`config.mk`:
```
export PLATFORM = sky130hd
export DESIGN_NAME = sublist_stream_matcher_core
export DESIGN_NICKNAME = d
export VERILOG_FILES = /design/src/sv/ssm_pkg.sv /design/src/sv/sublist_stream_matcher_core.sv /design/src/sv/ssm_cell.sv
export SDC_FILE = /design/constraint.sdc
export NUM_CORES = 1
export LEC_CHECK = 0
export BUFFER_PORTS_ARGS = -buffer_cell sky130_fd_sc_hd__buf_2
export CAP_MARGIN = 20
export CORE_MARGIN = 10
export CORE_UTILIZATION = 30
export DETAILED_ROUTE_END_ITERATION = 10
export PLACE_DENSITY_LB_ADDON = 0.3
export SYNTH_ARGS = -nofsm -noshare
export SYNTH_HDL_FRONTEND = slang
export SYNTH_SLANG_ARGS = --single-unit
```
`constraint.sdc`:
```
create_clock -name clk -period 3.7 [get_ports clk]
set_input_delay 0.185 -clock clk [delete_from_list [all_inputs] [get_ports clk]]
set_output_delay 0.185 -clock clk [all_outputs]
set_load 0.01 [all_outputs]
```
`src/sv/ssm_pkg.sv`:
```
`timescale 1ns / 1ps
// ----------------------------------------------------------------------------
// ssm_pkg
// Shared types and constants for the sublist stream matcher.
// ----------------------------------------------------------------------------
package ssm_pkg;

	localparam int MAX_PATTERN_DEF = 16;
	localparam int VALUE_W         = 32;
	localparam int POS_W           = 4;
	localparam int LEN_W           = 5;
	localparam int OP_W            = 2;

	typedef enum logic [OP_W-1:0] {
		OP_LOAD  = 2'd0,
		OP_ELEM  = 2'd1,
		OP_CLEAR = 2'd2
	} op_t;

	typedef struct packed {
		logic             elem;
		logic             load;
		logic             clear;
		logic [POS_W-1:0] pos;
		logic [LEN_W-1:0] len;
	} cell_ctrl_t;

endpackage

```
`src/sv/sublist_stream_matcher_core.sv`:
```
`timescale 1ns / 1ps
// ----------------------------------------------------------------------------
// sublist_stream_matcher_core
// Exact contiguous pattern match over a stream of signed 32-bit values.
// ----------------------------------------------------------------------------
// Takes one request per clock and returns its result in the next cycle from
// an output register, so requests stream at one per cycle while out_ready is
// high. The figure is set by the row of MAX_PATTERN cells: every cell compares
// its stored pattern entry with the incoming element in parallel and takes its
// neighbor's prefix bit in the same cycle. Opcode load writes a pattern entry,
// element matches, clear starts a new list. The user must write pattern_length
// via cfg only while no request is in flight (not enforced); zero acts as one,
// values above MAX_PATTERN saturate. Pattern entries must be loaded before use.
module sublist_stream_matcher_core #(
	parameter int MAX_PATTERN = ssm_pkg::MAX_PATTERN_DEF
) (
	input  logic                               clk,
	input  logic                               arst_n,
	input  logic                               cfg_valid,
	output logic                               cfg_ready,
	input  logic [ssm_pkg::LEN_W-1:0]          cfg_data,
	input  logic                               in_valid,
	output logic                               in_ready,
	input  logic [ssm_pkg::OP_W-1:0]           opcode,
	input  logic signed [ssm_pkg::VALUE_W-1:0] value,
	input  logic [ssm_pkg::POS_W-1:0]          position,
	output logic                               out_valid,
	input  logic                               out_ready,
	output logic                               match_here,
	output logic                               found
);

	localparam int LW = ssm_pkg::LEN_W;

	logic [LW-1:0]          len_q;
	logic [LW-1:0]          eff_len;
	logic                   seen_q;
	logic                   out_valid_q;
	logic                   match_q;
	logic                   found_q;
	logic                   accept;
	logic                   any_hit;
	ssm_pkg::cell_ctrl_t    ctrl;
	logic [MAX_PATTERN:0]   chain;
	logic [MAX_PATTERN-1:0] hits;

	assign cfg_ready  = 1'b1;
	assign in_ready   = !out_valid_q || out_ready;
	assign accept     = in_valid && in_ready;
	assign out_valid  = out_valid_q;
	assign match_here = match_q;
	assign found      = found_q;
	assign chain[0]   = 1'b1;
	assign any_hit    = |hits;

	always_comb begin
		eff_len = len_q;
		if (len_q == '0) begin
			eff_len = LW'(1);
		end else if (int'(len_q) > MAX_PATTERN) begin
			eff_len = LW'(MAX_PATTERN);
		end
	end

	always_comb begin
		ctrl.elem  = accept && (opcode == ssm_pkg::OP_ELEM);
		ctrl.load  = accept && (opcode == ssm_pkg::OP_LOAD);
		ctrl.clear = accept && (opcode == ssm_pkg::OP_CLEAR);
		ctrl.pos   = position;
		ctrl.len   = eff_len;
	end

	for (genvar k = 0; k < MAX_PATTERN; k++) begin : g_cell
		ssm_cell #(
			.IDX(k)
		) u_cell (
			.clk          (clk),
			.arst_n       (arst_n),
			.ctrl         (ctrl),
			.value        (value),
			.prev_partial (chain[k]),
			.partial_o    (chain[k+1]),
			.hit          (hits[k])
		);
	end

	always_ff @(posedge clk or negedge arst_n) begin
		if (!arst_n) begin
			len_q <= LW'(1);
		end else if (cfg_valid && cfg_ready) begin
			len_q <= cfg_data;
		end
	end

	always_ff @(posedge clk or negedge arst_n) begin
		if (!arst_n) begin
			seen_q      <= 1'b0;
			out_valid_q <= 1'b0;
		end else begin
			if (ctrl.elem) begin
				seen_q <= seen_q || any_hit;
			end else if (ctrl.clear) begin
				seen_q <= 1'b0;
			end
			if (accept) begin
				out_valid_q <= 1'b1;
			end else if (out_ready) begin
				out_valid_q <= 1'b0;
			end
		end
	end

	always_ff @(posedge clk) begin
		if (accept) begin
			match_q <= ctrl.elem && any_hit;
			if (ctrl.elem) begin
				found_q <= seen_q || any_hit;
			end else if (ctrl.clear) begin
				found_q <= 1'b0;
			end else begin
				found_q <= seen_q;
			end
		end
	end

endmodule

```
`src/sv/ssm_cell.sv`:
```
`timescale 1ns / 1ps
// ----------------------------------------------------------------------------
// ssm_cell
// One pattern entry with its prefix-match bit; takes the neighbor's bit.
// ----------------------------------------------------------------------------
module ssm_cell #(
	parameter int IDX = 0
) (
	input  logic                                clk,
	input  logic                                arst_n,
	input  ssm_pkg::cell_ctrl_t                 ctrl,
	input  logic signed [ssm_pkg::VALUE_W-1:0]  value,
	input  logic                                prev_partial,
	output logic                                partial_o,
	output logic                                hit
);

	logic signed [ssm_pkg::VALUE_W-1:0] pat_q;
	logic                               partial_q;
	logic                               active;
	logic                               last;
	logic                               new_bit;

	always_comb begin
		active    = int'(ctrl.len) > IDX;
		last      = int'(ctrl.len) == IDX + 1;
		new_bit   = active && (pat_q == value) && prev_partial;
		hit       = new_bit && last;
		partial_o = partial_q;
	end

	always_ff @(posedge clk) begin
		if (ctrl.load && (int'(ctrl.pos) == IDX)) begin
			pat_q <= value;
		end
	end

	always_ff @(posedge clk or negedge arst_n) begin
		if (!arst_n) begin
			partial_q <= 1'b0;
		end else if (ctrl.elem) begin
			partial_q <= new_bit;
		end else if (ctrl.clear) begin
			partial_q <= 1'b0;
		end
	end

endmodule

```
==> flow_summary.ini <==
[cts]
root_buffer = sky130_fd_sc_hd__clkbuf_16
cts.path.max_buffers = 3
tritoncts = built
clock_latency_ns = 0.62
cts_buffers = 56
clk_transition_reported_paths_ns = 0.06
numClockSinks = 536
h-tree-depth = 2
postCtsSetupBuffers = 0
cts.repair.resized = 0

[timing]
min_period_ns = 2.856
rsz_0062_raised_after_global_routing = false
tightestPinTransition_ns = 0.9039
relSlewSlack_pct = 39.74
report.final.hold_viol_count = 0
max_clock_freq_ghz = 0.3501
final_min_period_over_clock_period_pct = 77.19
setup_viol = 0
totalNegativeSetupSlack_ns = 0
fin_skew_ns = 0.01837
final_max_slew_viol_count = 0
whs_ns = 0.04139

[power_and_ir_drop]
power.ir.vdd_worst_uv = 359.7
p_leak_nw = 8.157
power-per-cell-area_nw_per_um2 = 491.5

[logic_synthesis]
synth_largest_type_area_fraction_pct = 67.82
async_flop_share_pct = 4.104
synth_seq_area_share_pct = 70.24
synthCells = 1447
synthesis.area_sq_um = 22760
ys_dominant_reg_cell = sky130_fd_sc_hd__edfxtp_1
yosys.cell_types.count = 47
synth_common_cells = 514 x sky130_fd_sc_hd__edfxtp_1, 433 x sky130_fd_sc_hd__xnor2_1, 114 x sky130_fd_sc_hd__nand4_1, 79 x sky130_fd_sc_hd__xor2_1, 59 x sky130_fd_sc_hd__buf_2
syn-num-nets = 1495
synth-edff-count = 514
synth.top_cells.by_area = sky130_fd_sc_hd__edfxtp_1 68%, sky130_fd_sc_hd__xnor2_1 17%, sky130_fd_sc_hd__nand4_1 3.1%
ys_ff_latch = 536
yosys_warnings = 0
synthesis.area_per_instance_sq_um = 15.73
synth_most_common_cell = sky130_fd_sc_hd__edfxtp_1
post-synth-top-area-cell = sky130_fd_sc_hd__edfxtp_1

[worst_setup_path]
critical_path.slowest_cell = sky130_fd_sc_hd__nor4_1
arrival_ns = 3.33
worst_ep_required_time_ns = 4.17
timing.critical_path.mode_cell = sky130_fd_sc_hd__nand4_1
crit_path_start_kind = input port
critical_path.max_stage_delay_ns = 0.65
crit_path_max_fanout = 24
timing.critical_path.to_type = flip-flop
cp_cell_sequence = dlygate4sd3_1 -> buf_2 -> buf_4 -> xnor2_1 -> nand4_1 -> nor4_1 -> nand4_1 -> o2111ai_1 -> nor3_1 -> a21oi_1 -> a21o_1
setup.worst_path.class = in -> reg
cp.buffers_inverters = 3
crit_cells = 11
worst_path_dominant_cell_family = buffers and inverters
worst_r2r_path_depth = 9

[floorplan]
floorplan.die_area_sq_um = 87280
core_region_area_sq_um = 74820
core.rowCount = 100
starting_density_pct = 30.42
io_pins = 53
fp.dieH_um = 295.4
die_w_um = 295.4

[route]
avgRoutedWirePerCell_um = 23.93
route.detailed.vias_per_inst = 4.791
drtAntennaViolNets = 0
num_vias = 12499
drcViolationCount = 0
detail_route.wirelength_um = 62450
drt_first_pass_iters = 5
iteration_0_drc_markers = 1183

[cells_and_area]
antenna_cells = 0
layout-drive-gt1-share_pct = 14.45
layout-area-overhead-vs-synth_pct = 17.42
final_nets = 1640

[global_routing]
grt_max_degree = 33
globalRoute.totalOverflow = 0
track_usage_pct = 14.22
grt_pass1_wl_um = 90580
first_global_vias = 12553
antenna_found_initial = 2

[flow_run]
drv.max_cap_violation_count = 0

[place]
globalplace.congestion = 0.8336
portBuffers = 51
post-dp-hpwl_um = 40330

[worst_hold_path]
worstHoldPathCells = 1
worst_hold_path_type = in -> reg

[status]
result_of_the_run = completed
-- stage by stage --
step | setup WS, ns | power, mW | cells | utilization, % | cell area (sq um)
after floorplan | 0.8005 | 7.268 | 1447 | - | 22780
after global placement | 0.2987 | 7.656 | 2478 | 32.98 | 24680
after detailed placement | 0.4713 | 7.665 | 2478 | 32.98 | 24680
after CTS | 0.8572 | 13.26 | 2609 | 35.72 | 26720
after global routing | 0.5968 | 13.55 | 2609 | 35.72 | 26720
final | 0.8440 | 13.14 | 2609 | 35.72 | 26720
-- cells in the final DEF, fill, tap and decap left out, drive strengths merged, types with 7 or more instances in the layout --
cell	netlist	final
a21oi	7	7
buf	66	137
clkbuf	9	74
clkinv	0	22
dfrtp	21	21
dlygate4sd3	0	25
edfxtp	514	514
nand2	30	30
nand3	24	24
nand4	114	114
nor2	21	21
nor3	23	23
nor4	38	38
o21ai	12	12
xnor2	433	433
xor2	79	79
-- sequential cells by signal, indices dropped and copies added, names as in the netlist --
register                 cells
found                        1
g_cell.u_cell.partial_o     15
g_cell.u_cell.pat_q        512
out_valid                    1
seen_q                       1
match_here                   1
len_q                        5
-- worst paths after layout --
check                                              end  slack (ns)                        start
max                                              found        0.84                     value[7]
min                         g_cell[3].u_cell.pat_q[13]        0.04                    value[13]
max reg2reg                                      found        0.85                     len_q[2]
min reg2reg                g_cell[10].u_cell.partial_o        0.46  g_cell[10].u_cell.partial_o
max in group asynchronous   g_cell[7].u_cell.partial_o        3.13                       arst_n
min in group asynchronous                    out_valid        0.14                       arst_n
-- worst reg2reg max path: stages, from the launching register on --
cell and delay, ns:
sky130_fd_sc_hd__dfrtp_1 0.44, sky130_fd_sc_hd__buf_4 0.23, sky130_fd_sc_hd__or3_1 0.44, sky130_fd_sc_hd__o211ai_1 0.42, sky130_fd_sc_hd__nor2_1 0.08, sky130_fd_sc_hd__nand3_1 0.25, sky130_fd_sc_hd__o2111ai_1 0.16, sky130_fd_sc_hd__nor3_1 0.25
sky130_fd_sc_hd__a21oi_1 0.14, sky130_fd_sc_hd__a21o_1 0.20
-- cell type report --
type / instances / area [sq um]
inverter: 4 / 15.01
clock buffer: 74 / 1490
multi-input combinational: 832 / 6452
fill: 7115 / 48100
timing repair buffer: 162 / 1264
tap: 969 / 1212
sequential: 536 / 15990
clock inverter: 32 / 304.0
-- routing by layer --
layer	wire (um)	share of wire (%)	track usage, %	vias up
met1	29740	48	20.67	6445
met5	15	0.024	0	-
met3	3886	6.2	2.385	79
li1	-	-	-	5589
met2	27430	44	21.57	384
met4	1374	2.2	3.913	2
-- cell families after synthesis --
group	after synthesis	synth area share, %
xor+xnor	512	19.70
simple gates	276	6.927
other cells	1	0.01648
flops	536	70.24
mux	4	0.1979
buf+inv	79	1.759
compound gates	39	1.155
-- what timing repair did --
action                                  CTS  global route
endpoints found under the hold margin    60             0
hold buffers                             25             0
endpoints found under the setup margin    0             0
-- power by group --
part	total [mW]	switching (mW)	leakage [nW]	internal [mW]
logic	0.861	0.549	2.37	0.312
registers	6.69	0.0230	4.92	6.67
clock network	5.58	2.34	0.868	3.24
Note: power is estimated with default switching activity, not from simulation.
